### src/design/procedural_noise_texture_gen_unit_assert.svh
// Assertion macros for the procedural noise texture generator.
// Included by the top level; no other dependencies.
`ifndef PROCEDURAL_NOISE_TEXTURE_GEN_UNIT_ASSERT_SVH
`define PROCEDURAL_NOISE_TEXTURE_GEN_UNIT_ASSERT_SVH
`ifndef SYNTHESIS
// same-cycle implication
`define PNTG_ASSERT_IMP(lbl, clk, rst_n, ante, cons) \
    lbl: assert property (@(posedge clk) disable iff (!rst_n) (ante) |-> (cons)) \
        else $error("pntg assertion failed");
// next-cycle implication
`define PNTG_ASSERT_NXT(lbl, clk, rst_n, ante, cons) \
    lbl: assert property (@(posedge clk) disable iff (!rst_n) (ante) |=> (cons)) \
        else $error("pntg assertion failed");
`else
`define PNTG_ASSERT_IMP(lbl, clk, rst_n, ante, cons)
`define PNTG_ASSERT_NXT(lbl, clk, rst_n, ante, cons)
`endif
`endif

### src/design/pntg_pkg.sv
// Shared types and constants for the procedural noise texture generator.
// No dependencies.
`timescale 1ns / 1ps

package pntg_pkg;

    localparam int STORE_AW = 16;
    localparam int TEXEL_W  = 8;
    localparam int PADDR_W  = 3;
    localparam int PDATA_W  = 32;

    localparam logic [STORE_AW-1:0] MIRROR_MASK = 16'hFF00;
    localparam logic [STORE_AW-1:0] LOOKAHEAD   = 16'd255;
    localparam logic [TEXEL_W-1:0]  SEED_RESET  = 8'hC9;

    localparam logic [1:0] MODE_GEN     = 2'd0;
    localparam logic [1:0] MODE_READ    = 2'd1;
    localparam logic [1:0] MODE_RESTART = 2'd2;

    localparam logic REG_ACCUM_SEED = 1'b0;

    // controller -> datapath
    typedef struct packed {
        logic clr_write;   // clearing pass: store[clr_addr] <= clr_addr mod 256
        logic gen_start;   // update hash, read store at step+255
        logic gen_calc;    // new accumulator, write primary texel
        logic gen_mirror;  // write mirror texel, load result, advance step
        logic rd_start;    // read store at read_index
        logic out_read;    // load result with read data
        logic out_plain;   // load result with no write and no read
        logic restart;     // reload generator state
    } cmd_t;

    // datapath -> controller
    typedef struct packed {
        logic done;
        logic clr_last;
        logic out_valid;
    } sts_t;

endpackage

### src/design/pntg_ctrl.sv
// Controller FSM: sequences clearing pass, generate, read and restart transactions.
// Depends on pntg_pkg.
`timescale 1ns / 1ps

module pntg_ctrl
(
    input  logic           clk,
    input  logic           rst_n,
    input  logic           in_valid,
    input  logic [1:0]     mode,
    input  logic           out_ready,
    input  pntg_pkg::sts_t sts,
    output logic           in_ready,
    output pntg_pkg::cmd_t cmd
);

    localparam logic [2:0] ST_CLEAR      = 3'd0;
    localparam logic [2:0] ST_IDLE       = 3'd1;
    localparam logic [2:0] ST_GEN_CALC   = 3'd2;
    localparam logic [2:0] ST_GEN_MIRROR = 3'd3;
    localparam logic [2:0] ST_READ       = 3'd4;

    logic [2:0] state_reg, state_next;
    logic       in_fire;

    always_comb
    begin
        state_next = state_reg;
        in_ready   = 1'b0;
        in_fire    = 1'b0;
        cmd        = '0;
        case (state_reg)
            ST_CLEAR:
            begin
                cmd.clr_write = 1'b1;
                if (sts.clr_last)
                    state_next = ST_IDLE;
            end
            ST_IDLE:
            begin
                in_ready = !sts.out_valid || out_ready;
                in_fire  = in_valid && in_ready;
                if (in_fire)
                begin
                    case (mode)
                        pntg_pkg::MODE_GEN:
                        begin
                            if (!sts.done)
                            begin
                                cmd.gen_start = 1'b1;
                                state_next    = ST_GEN_CALC;
                            end
                            else
                                cmd.out_plain = 1'b1;
                        end
                        pntg_pkg::MODE_READ:
                        begin
                            cmd.rd_start = 1'b1;
                            state_next   = ST_READ;
                        end
                        pntg_pkg::MODE_RESTART:
                        begin
                            cmd.restart   = 1'b1;
                            cmd.out_plain = 1'b1;
                            state_next    = ST_CLEAR;
                        end
                        default:
                            cmd.out_plain = 1'b1;
                    endcase
                end
            end
            ST_GEN_CALC:
            begin
                cmd.gen_calc = 1'b1;
                state_next   = ST_GEN_MIRROR;
            end
            ST_GEN_MIRROR:
            begin
                cmd.gen_mirror = 1'b1;
                state_next     = ST_IDLE;
            end
            ST_READ:
            begin
                cmd.out_read = 1'b1;
                state_next   = ST_IDLE;
            end
            default:
                state_next = ST_IDLE;
        endcase
    end

    always_ff @(posedge clk or negedge rst_n)
    begin
        if (!rst_n)
            state_reg <= ST_CLEAR;
        else
            state_reg <= state_next;
    end

endmodule

### config.mk
export PLATFORM = sky130hd
export DESIGN_NAME = pntg_ctrl
export DESIGN_NICKNAME = d
export VERILOG_FILES = /design/src/design/procedural_noise_texture_gen_unit_assert.svh /design/src/design/pntg_pkg.sv /design/src/design/pntg_ctrl.sv
export SDC_FILE = /design/constraint.sdc
export NUM_CORES = 1
export LEC_CHECK = 0
export BUFFER_PORTS_ARGS = -buffer_cell sky130_fd_sc_hd__clkbuf_2
export CORE_AREA = 2 2 39 41
export CTS_CLUSTER_SIZE = 14
export DETAILED_ROUTE_END_ITERATION = 10
export DIE_AREA = 0 0 41 43
export GPL_TIMING_DRIVEN = 0
export PLACE_DENSITY = 0.45
export SYNTH_ARGS = -nofsm -noshare
export SYNTH_HDL_FRONTEND = slang
export SYNTH_SLANG_ARGS = --single-unit
### constraint.sdc
create_clock -name clk -period 1.4 [get_ports clk]
set_input_delay 0.07 -clock clk [delete_from_list [all_inputs] [get_ports clk]]
set_output_delay 0.07 -clock clk [all_outputs]
set_load 0.05 [all_outputs]
# Yosys cells after proc, flatten, opt, wreduce, memory -nomap -nowiden

Cells that the tools add are included.

Register bits after elaboration: 3
Output and inout bits: 9
Bits of input ports: 9
Word-level logic and storage cells: 39

Mux-type cells: 22
Reductions and logical operators: 6
Eq/ne operators: 10

Operators with widths:

| kind                 | number |
|---|---|
| $pmux W3 S3          | 2 |
| $mux W1              | 14 |
| $mux W3              | 3 |
| $eq A3 B2 Y1 const B | 2 |
| $mux W2              | 2 |
| $ne A2 B2 Y1 const B | 2 |
| $ne A4 B1 Y1 const B | 1 |
| $reduce_and A4 Y1    | 1 |
| $eq A3 B1 Y1 const B | 1 |
| $eq A3 B3 Y1 const B | 1 |
| $logic_not A3 Y1     | 1 |
| $ne A3 B3 Y1 const B | 1 |
| $eq A2 B1 Y1 const B | 1 |
| $eq A2 B2 Y1 const B | 1 |
| $logic_not A2 Y1     | 1 |
| $pmux W1 S2          | 1 |
| $logic_and A1 B1 Y1  | 1 |
| $logic_not A1 Y1     | 1 |
| $logic_or A1 B1 Y1   | 1 |

# Longest topological paths before layout

Gate-level depths: netlist (run 1).

Depth after elaboration: 5
Gate-level depth with buffers: 5
Depth with buffers taken out: 5

# Worst setup path before layout (run 1)

Ideal clock, no wire load.

Path kind: reg2reg
Start: register state_reg[0]
End: register state_reg[1]
Data arrival time: 1.823 ns
Data required time: 1.326 ns
Period minus slack after synthesis: 1.897 ns
Library setup time: 0.074 ns
Path buffers: 0
Stages on the path, launching flop included: 3
Setup slack: -0.497 ns
Cell sequence: dfrtp_1 > nor3b_1 > a31o_1

Word-level cells in the longest chain between the ends: 3
Elaborated cells on any way between the ends: 9
Classes of those cells: 6 x eq/ne; 1 x mux; 2 x reduce/logical

RTL lines:

| item                                             | line            | source |
|---|---|---|
| start: declaration                               | pntg_ctrl.sv:23 | `logic [2:0] state_reg, state_next;` |
| start signal: assignment                         | pntg_ctrl.sv:97 | `state_reg <= state_next;` |
| $eq A3 B1 Y1 or $logic_not A3 Y1 (tied branches) | pntg_ctrl.sv:32 | `case (state_reg)` |
| $ne A4 B1 Y1 (no line) (tied with other cells)   | -               |  |
| $reduce_and A4 Y1 (no line)                      | -               |  |

Parallel ways exist; a longest one is shown, timed or not.
A chain may end at the register's enable or synchronous reset.

==> impl_metrics.tcl, run 1 <==
set metrics [dict create \
    status "finished, violations left" \
    violations "setup timing" \
    yosys.cell_types.count 16 \
    placed_cells 63 \
    gp_congestion 0.6246 \
    max-slew-margin-rel_pct 81.54 \
    setup_viol 2 \
    clkTransAtPathRegs_ns 0.04 \
    cp_max_fo 5 \
    die_x_microns 41 \
    synth_seq_cells 3 \
    syn_nets 43 \
    via_per_inst 4.222 \
    synthXorXnorAreaFrac_pct 0 \
    synth_compound_area_share_pct 6.787 \
    rsz0062_at_grt "yes" \
    routed_wl_microns 715 \
    final_hold_viol_count 0 \
    synth_simple_gate_area_share_pct 43.89 \
    fmax_mhz 699.2 \
    synthAdderAreaFrac_pct 18.10 \
    port-buffer-count 17 \
    worstPathArrival_ns 1.36 \
    first_pass_iters 3 \
    ios 18 \
    layout_min_cycle_time_ns 1.430 \
    root_buffer "clkbuf_4" \
    endpoint_kind "output port" \
    num_antenna_cells 0 \
    grt_pass1_wl_microns 1193 \
    clk_latency_ns 0.23 \
    grt_max_degree 8 \
    htree_levels 1 \
    synthMuxAreaShare_pct 0 \
    die_area_sq_um 1763 \
    drcViolationCount 0 \
    stdcell_count 72 \
    critPathRequiredTime_ns 1.33 \
    synthCells 30 \
    num_rows 14 \
    final_cell_mix "12 x clkbuf_2, 4 x ha_1, 4 x buf_4" \
    syn_area_sq_um 276.5 \
    crit_slowest_cell "dfrtp_2" \
    die_height_microns 43 \
    leakagePower_nw 0.2700 \
    worstSetupPathType "reg -> out" \
    synth_edf_count 0 \
    slew_violations 0 \
    track_usage_pct 10.75 \
    synthArstFlopShare_pct 100.0 \
    core_area_sq_um 1384 \
    hold_path.class "in -> reg" \
    largest_register_ffs 3 \
    syn_avg_cell_area_sq_um 9.217 \
    ys_seq_area_share_pct 27.15 \
    yosysWarnings 0 \
    antenna_found_initial 0 \
    min_period_over_period_pct 102.2 \
    clock_skew_ns 0.0003421 \
    drt-initial-drc-count 2 \
    path_cells "nor2_2 -> and4_4 -> and3_4 -> clkbuf_16" \
    cts_sinks 3 \
    layout-drive-gt1-share_pct 67.86 \
    crit_family "simple AND/OR/NAND/NOR gates" \
    vias 304 \
    critPathBufInv 1 \
    worst_setup_path_start_kind "register" \
    cts_buffers 3 \
    overflow 0 \
    layout_setup_ws_ns -0.03023 \
    final_common_cell "clkbuf_2" \
    final_area_sq_um 523.0 \
    avgRoutedWirePerCell_microns 9.931 \
    dp_hpwl_microns 501.8 \
    fin_nets 70 \
    cpPeakStageDelay_ns 0.40 \
    cts_tree "yes" \
    maxCapViolations 0 \
    syn_to_final_growth_pct 89.14 \
    synth_top_family_by_area "simple AND/OR/NAND/NOR gates" \
    synth_flop_cell "dfrtp_1" \
    clockBufferDepth 2 \
    ant_nets 0 \
    vdd_drop_max_v 0.0002876 \
    start_util_pct 19.98 \
    dpl_cell_area_sq_um 396.6 \
    grt_pass1_vias 316 \
    powerDensity_nw_per_um2 921.7 \
    tightest_slew_ns 0.2781 \
]
-- Yosys cell counts, types with 2 or more instances --
cell / n / share of area (%)
ha_1: 4 / 18
dfrtp_1: 3 / 27
inv_1: 3 / 4.1
nand2b_1: 3 / 6.8
a21oi_1: 2 / 3.6
and2_2: 2 / 5.4
and3_1: 2 / 4.5
nor3_1: 2 / 3.6
nor3b_1: 2 / 5.4
-- metrics by stage --
stage / power [mW] / TNS, ns / worst slack [ns] / hold WS, ns / utilization [%]
after floorplan: 0.2424 / 0 / 0.006810 / -0.2256 / -
after global placement: 0.2873 / 0 / 0.05006 / -0.1282 / 28.66
after detailed placement: 0.2865 / 0 / 0.04873 / -0.1286 / 28.66
after CTS: 0.4888 / -0.04075 / -0.02170 / 0.09204 / 37.43
after global routing: 0.5165 / -0.2494 / -0.08811 / 0.1258 / 37.79
final: 0.4821 / -0.05752 / -0.03023 / 0.09869 / 37.79
-- cell type report --
| class | instances | area, sq um |
|---|---|---|
| clock buffers | 4 | 26.28 |
| inverters | 3 | 11.26 |
| well taps | 16 | 20.02 |
| repair buffers | 22 | 175.2 |
| flip-flops and latches | 3 | 78.83 |
| multi-input cells | 24 | 211.5 |
| fillers | 147 | 860.8 |
-- metal layers --
layer	up-vias	routed length [microns]	part of all wire, %	global-route usage [%]
li1	158	-	-	-
met1	127	312	44	12.26
met2	17	327	46	13.75
met3	2	65	9.1	3.665
met4	0	10	1.4	12.00
met5	-	0	0	0
-- logic make-up (layout without fill, tap and decap cells) --
logic type               count (synthesis)  after routing
buffers and inverters                    3             29
AO/OA/AOI/OAI                            3              3
flip-flops                               3              3
adder cells (fa/ha/maj)                  4              4
AND/OR/NAND/NOR                         17             17
-- worst paths after layout --
check | startpoint | to | slack [ns] | cells after the start
setup / recovery | state_reg[1] | cmd[1] | -0.03 | 4
hold / removal | sts[1] | state_reg[0] | 0.1 | 3
setup reg to reg | state_reg[1] | state_reg[2] | 0.21 | 5
hold reg to reg | state_reg[0] | state_reg[0] | 0.65 | 2
max in group asynchronous | rst_n | state_reg[1] | 1.11 | 2
min in group asynchronous | rst_n | state_reg[2] | 0.17 | 2
-- what timing repair did --
| action | 4_1_cts | 5_1_grt |
|---|---|---|
| setup buffers | 4 | 0 |
| gates cloned | 0 | 0 |
| endpoints found under the setup margin | 4 | 5 |
| hold buffers | 1 | 0 |
| resized for setup | 13 | 5 |
| endpoints found under the hold margin | 3 | 0 |
| pin swaps | 2 | 1 |
-- power by group --
group	switching [mW]	internal, mW
Sequential	0.0133	0.0969
Clock	0.0450	0.107
Combinational	0.128	0.0925
-- worst register-to-register path, cell delays in order (launching register included) --
cell	delay [ns]
dfrtp_2	0.40
nor2_2	0.12
and4_4	0.26
buf_4	0.11
buf_4	0.10
and3_1	0.14
Note: power is estimated with default switching activity, not from simulation.
==> run 2: changes to the inputs <==
--- a/config.mk
+++ b/config.mk
@@ -5,13 +5,14 @@
 export SDC_FILE = /design/constraint.sdc
 export NUM_CORES = 1
 export LEC_CHECK = 0
+export ABC_AREA = 1
 export BUFFER_PORTS_ARGS = -buffer_cell sky130_fd_sc_hd__clkbuf_2
 export CORE_AREA = 2 2 39 41
 export CTS_CLUSTER_SIZE = 14
 export DETAILED_ROUTE_END_ITERATION = 10
 export DIE_AREA = 0 0 41 43
 export GPL_TIMING_DRIVEN = 0
-export PLACE_DENSITY = 0.45
+export PLACE_DENSITY = 0.47
 export SYNTH_ARGS = -nofsm -noshare
 export SYNTH_HDL_FRONTEND = slang
 export SYNTH_SLANG_ARGS = --single-unit
==> impl_metrics.tcl, run 2 <==
set metrics [dict create \
    core_area_sq_um 1384 \
    fin_nets 86 \
    final_hold_viol_count 0 \
    yosysWarnings 0 \
    synth_top_area_share_pct 25.32 \
    root_buffer "clkbuf_4" \
    clockBufferDepth 2 \
    worstSetupPathType "reg -> out" \
    grt_pass1_wl_microns 1117 \
    port-buffer-count 17 \
    synthAdderAreaFrac_pct 16.88 \
    critPathRequiredTime_ns 1.33 \
    synth_edf_count 0 \
    synthCells 47 \
    dp_hpwl_microns 564.2 \
    ys_top_cells_by_area "dfrtp_1 25%, ha_1 17%, nand2_1 15%" \
    crit_family "buffers and inverters" \
    cp_max_fo 4 \
    syn_area_sq_um 296.5 \
    fmax_mhz 736.8 \
    worst_setup_path_start_kind "register" \
    via_per_inst 4.170 \
    ant_nets 0 \
    drt-initial-drc-count 1 \
    grt_pass1_vias 299 \
    antenna_found_initial 0 \
    layout-drive-gt1-share_pct 45.83 \
    hold_path.class "in -> async" \
    worstPathArrival_ns 1.29 \
    die_height_microns 43 \
    num_rows 14 \
    status "complete, no violations" \
    avgRoutedWirePerCell_microns 8.636 \
    synthXorXnorAreaFrac_pct 0 \
    synth_simple_gate_area_share_pct 38.82 \
    rsz0062_at_grt "yes" \
    critPathBufInv 2 \
    cts_tree "yes" \
    routed_wl_microns 760 \
    syn_to_final_growth_pct 76.37 \
    synthMuxAreaShare_pct 0 \
    min_period_over_period_pct 96.94 \
    track_usage_pct 9.309 \
    synth_compound_area_share_pct 7.595 \
    tightest_slew_ns 0.3998 \
    max-slew-margin-rel_pct 73.29 \
    clk_latency_ns 0.23 \
    drcViolationCount 0 \
    syn_avg_cell_area_sq_um 6.309 \
    synth_top_family_by_area "simple AND/OR/NAND/NOR gates" \
    synth_seq_cells 3 \
    start_util_pct 21.43 \
    synth_top_area_cell "dfrtp_1" \
    yosys.cell_types.count 10 \
    synth_flop_cell "dfrtp_1" \
    cts_sinks 3 \
    setup_viol 0 \
    die_x_microns 41 \
    vdd_drop_max_v 0.0006695 \
    synthArstFlopShare_pct 100.0 \
    grt_max_degree 8 \
    largest_register_ffs 3 \
    synth_most_common_cell "nand2_1" \
    crit_slowest_cell "dfrtp_1" \
    gp_congestion 0.6399 \
    vias 367 \
    first_pass_iters 2 \
    final_common_cell "clkbuf_2" \
    slew_violations 0 \
    maxCapViolations 0 \
    powerDensity_nw_per_um2 2087 \
    power_mw 1.092 \
    syn_nets 60 \
    die_area_sq_um 1763 \
    leakagePower_nw 0.2968 \
    endpoint_kind "output port" \
    clock_skew_ns 0.004199 \
    clkTransAtPathRegs_ns 0.04 \
    synth_commonest_cells "12 x nand2_1, 9 x inv_1, 8 x nor2_1" \
    overflow 0 \
    layout_min_cycle_time_ns 1.357 \
    path_cells "buf_4 -> nor3_1 -> clkbuf_2" \
    cts_buffers 3 \
    htree_levels 1 \
    cpPeakStageDelay_ns 0.41 \
    whs_ns 0.1710 \
    num_antenna_cells 0 \
    ys_seq_area_share_pct 25.32 \
    final_cell_mix "14 x clkbuf_2, 11 x nand2_1, 6 x inv_1, 6 x nor2_1, 4 x ha_1" \
    ios 18 \
]
[run 2: what timing repair did]
item                                    in CTS  in global routing
hold buffers                                 1                  0
endpoints found under the setup margin       5                  4
pin swaps                                    0                  1
hold endpoints to repair                     3                  0
gates resized for setup                      8                  9
buffers inserted                             1                  2
[run 2: path summary, 6_finish.rpt]
check,start,to,slack (ns),cells after the start
max,state_reg[1],cmd[2],0.04,3
min,rst_n,state_reg[2],0.17,2
max reg2reg,state_reg[1],state_reg[2],0.31,5
min reg2reg,state_reg[0],state_reg[0],0.61,2
max in group asynchronous,rst_n,state_reg[0],1.10,2
min in group clk,sts[1],state_reg[0],0.22,5
[run 2: power breakdown]
part           switching (mW)  total [mW]  internal, mW
logic                   0.523       0.751         0.227
clock network          0.0449       0.152         0.107
registers              0.0635       0.189         0.126
[run 2: cell families (layout without fill, tap and decap cells)]
logic type / Yosys count / count (layout)
adders and majority gates: 4 / 4
buffers and inverters: 9 / 34
and+or+nand+nor: 27 / 27
AOI/OAI and AO/OA: 4 / 4
DFF: 3 / 3
[run 2: worst reg2reg max path: stages (launching register included)]
cell,delay (ns)
dfrtp_1,0.41
buf_4,0.15
nor2_1,0.09
nand3_1,0.10
nand3_1,0.13
a21oi_1,0.08
[run 2: stage by stage]
stage | instance area, sq um | TNS (ns) | setup slack (ns) | util, % | std cells
CTS | 485.5 | 0 | 0.002120 | 35.08 | 86
floorplan | 310.3 | -0.4719 | -0.2084 | - | 47
finish | 523.0 | 0 | 0.04278 | 37.79 | 88
global placement | 415.4 | 0 | 0.1057 | 30.02 | 80
detailed placement | 415.4 | 0 | 0.09419 | 30.02 | 80
global route | 523.0 | -0.02860 | -0.02340 | 37.79 | 88
[run 2: final cells by class]
cell class | count | area (sq um)
clock buffer | 4 | 26.28
tap | 16 | 20.02
multi-input combinational | 35 | 226.5
fill | 162 | 860.8
inverter | 9 | 36.28
timing repair buffer | 21 | 137.6
sequential | 3 | 76.32
[run 2: metal layers]
layer / vias to the layer above / wire, microns / share of wire [%] / track usage [%]
li1: 196 / - / - / -
met1: 159 / 325 / 43 / 10.51
met2: 12 / 377 / 50 / 14.06
met3: 0 / 57 / 7.5 / 3.141
met4: 0 / 0 / 0 / 6.000
met5: - / 0 / 0 / 0
==> run 3: changes to the inputs <==
--- a/config.mk
+++ b/config.mk
@@ -13,6 +13,7 @@
 export DIE_AREA = 0 0 41 43
 export GPL_TIMING_DRIVEN = 0
 export PLACE_DENSITY = 0.47
+export RECOVER_POWER = 50
 export SYNTH_ARGS = -nofsm -noshare
 export SYNTH_HDL_FRONTEND = slang
 export SYNTH_SLANG_ARGS = --single-unit
==> impl_metrics.tcl, run 3 (synthesis gave the netlist of run 2 again) <==
set metrics [dict create \
    status "complete, no violations" \
    whs_ns 0.1787 \
    cts_buffers 3 \
    vdd_drop_max_v 0.0006695 \
    fmax_mhz 736.8 \
    min_period_over_period_pct 96.94 \
    cts_tree "yes" \
    endpoint_kind "output port" \
    slew_violations 0 \
    final_hold_viol_count 0 \
    num_antenna_cells 0 \
    track_usage_pct 9.309 \
    via_per_inst 4.148 \
    final_common_cell "clkbuf_2" \
    critPathBufInv 2 \
    worst_setup_path_start_kind "register" \
    grt_pass1_wl_microns 1117 \
    crit_family "buffers and inverters" \
    overflow 0 \
    die_area_sq_um 1763 \
    critPathRequiredTime_ns 1.33 \
    cts_sinks 3 \
    syn_to_final_growth_pct 75.95 \
    first_pass_iters 2 \
    hold_path.class "in -> async" \
    avgRoutedWirePerCell_microns 8.614 \
    drcViolationCount 0 \
    placed_cells 80 \
    clkTransAtPathRegs_ns 0.04 \
    path_cells "buf_4 -> nor3_1 -> clkbuf_2" \
    grt_pass1_vias 299 \
    antenna_found_initial 0 \
    worstSetupPathType "reg -> out" \
    dp_hpwl_microns 564.2 \
    clockBufferDepth 2 \
    power_mw 1.091 \
    drt-initial-drc-count 1 \
    rsz0062_at_grt "yes" \
    layout_setup_ws_ns 0.04278 \
    cpPeakStageDelay_ns 0.41 \
    crit_slowest_cell "dfrtp_1" \
    root_buffer "clkbuf_4" \
    htree_levels 1 \
    max-slew-margin-rel_pct 73.29 \
    fin_nets 86 \
    ant_nets 0 \
    pre_cts_ws_ns 0.09419 \
    powerDensity_nw_per_um2 2092 \
    stdcell_count 88 \
    grt_max_degree 8 \
    setup_viol 0 \
    gp_congestion 0.6399 \
    core_area_sq_um 1384 \
    leakagePower_nw 0.2938 \
    cp_max_fo 4 \
    start_util_pct 21.43 \
    die_height_microns 43 \
    layout-drive-gt1-share_pct 44.44 \
    final_cell_mix "13 x clkbuf_2, 11 x nand2_1, 6 x inv_1, 6 x nor2_1, 4 x ha_1" \
    ios 18 \
    layout_min_cycle_time_ns 1.357 \
    port-buffer-count 17 \
    clk_latency_ns 0.23 \
    final_util_pct 37.70 \
    die_x_microns 41 \
    largest_register_ffs 3 \
    worstPathArrival_ns 1.29 \
    num_rows 14 \
    clock_skew_ns 0.004199 \
    vias 365 \
    routed_wl_microns 758 \
    maxCapViolations 0 \
    tightest_slew_ns 0.3998 \
]
-- run 3: cell counts in the layout (fill, tap and decap cells not counted) --
Identical to the previous run, type by type.
-- run 3: routing by layer --
| metal | up-vias | wire length, microns | global-route usage [%] |
|---|---|---|---|
| met5 | - | 0 | 0 |
| met4 | 0 | 0 | 6.000 |
| met3 | 0 | 57 | 3.141 |
| met2 | 12 | 374 | 14.06 |
| met1 | 157 | 326 | 10.51 |
| li1 | 196 | - | - |
-- run 3: through the flow --
step                cell area [sq um]  TNS (ns)
global route                    521.8  -0.02860
floorplan                       310.3   -0.4719
finish                          521.8         0
detailed placement              415.4         0
CTS                             485.5         0
global placement                415.4         0
-- run 3: final timing paths --
kind | start | endpoint | slack, ns | cells after the start
hold reg to reg | state_reg[0] | state_reg[0] | 0.61 | 2
setup reg to reg | state_reg[1] | state_reg[2] | 0.31 | 5
hold / removal | rst_n | state_reg[2] | 0.18 | 2
min in group clk | sts[1] | state_reg[0] | 0.22 | 5
setup / recovery | state_reg[1] | cmd[2] | 0.04 | 3
max in group asynchronous | rst_n | state_reg[0] | 1.05 | 2
-- run 3: repair_timing --
item / in CTS / in global routing
endpoints found under the hold margin: 3 / 0
setup buffers: 1 / 2
hold buffers: 1 / 0
pin swaps: 0 / 1
gates resized for setup: 8 / 9
setup endpoints to repair: 5 / 4
-- run 3: layout make-up --
cell class | instances | area (sq um)
Timing Repair Buffer | 21 | 136.4
Inverter | 9 | 36.28
Multi-Input combinational cell | 35 | 226.5
Clock buffer | 4 | 26.28
Sequential cell | 3 | 76.32
Tap cell | 16 | 20.02
Fill cell | 162 | 862.1
-- run 3: where the power goes --
group | internal (mW) | leakage (nW) | total (mW) | switching (mW)
Clock | 0.107 | 0.0150 | 0.152 | 0.0449
Sequential | 0.126 | 0.0365 | 0.189 | 0.0636
Combinational | 0.227 | 0.242 | 0.750 | 0.523
Total | 0.460 | 0.294 | 1.09 | 0.632
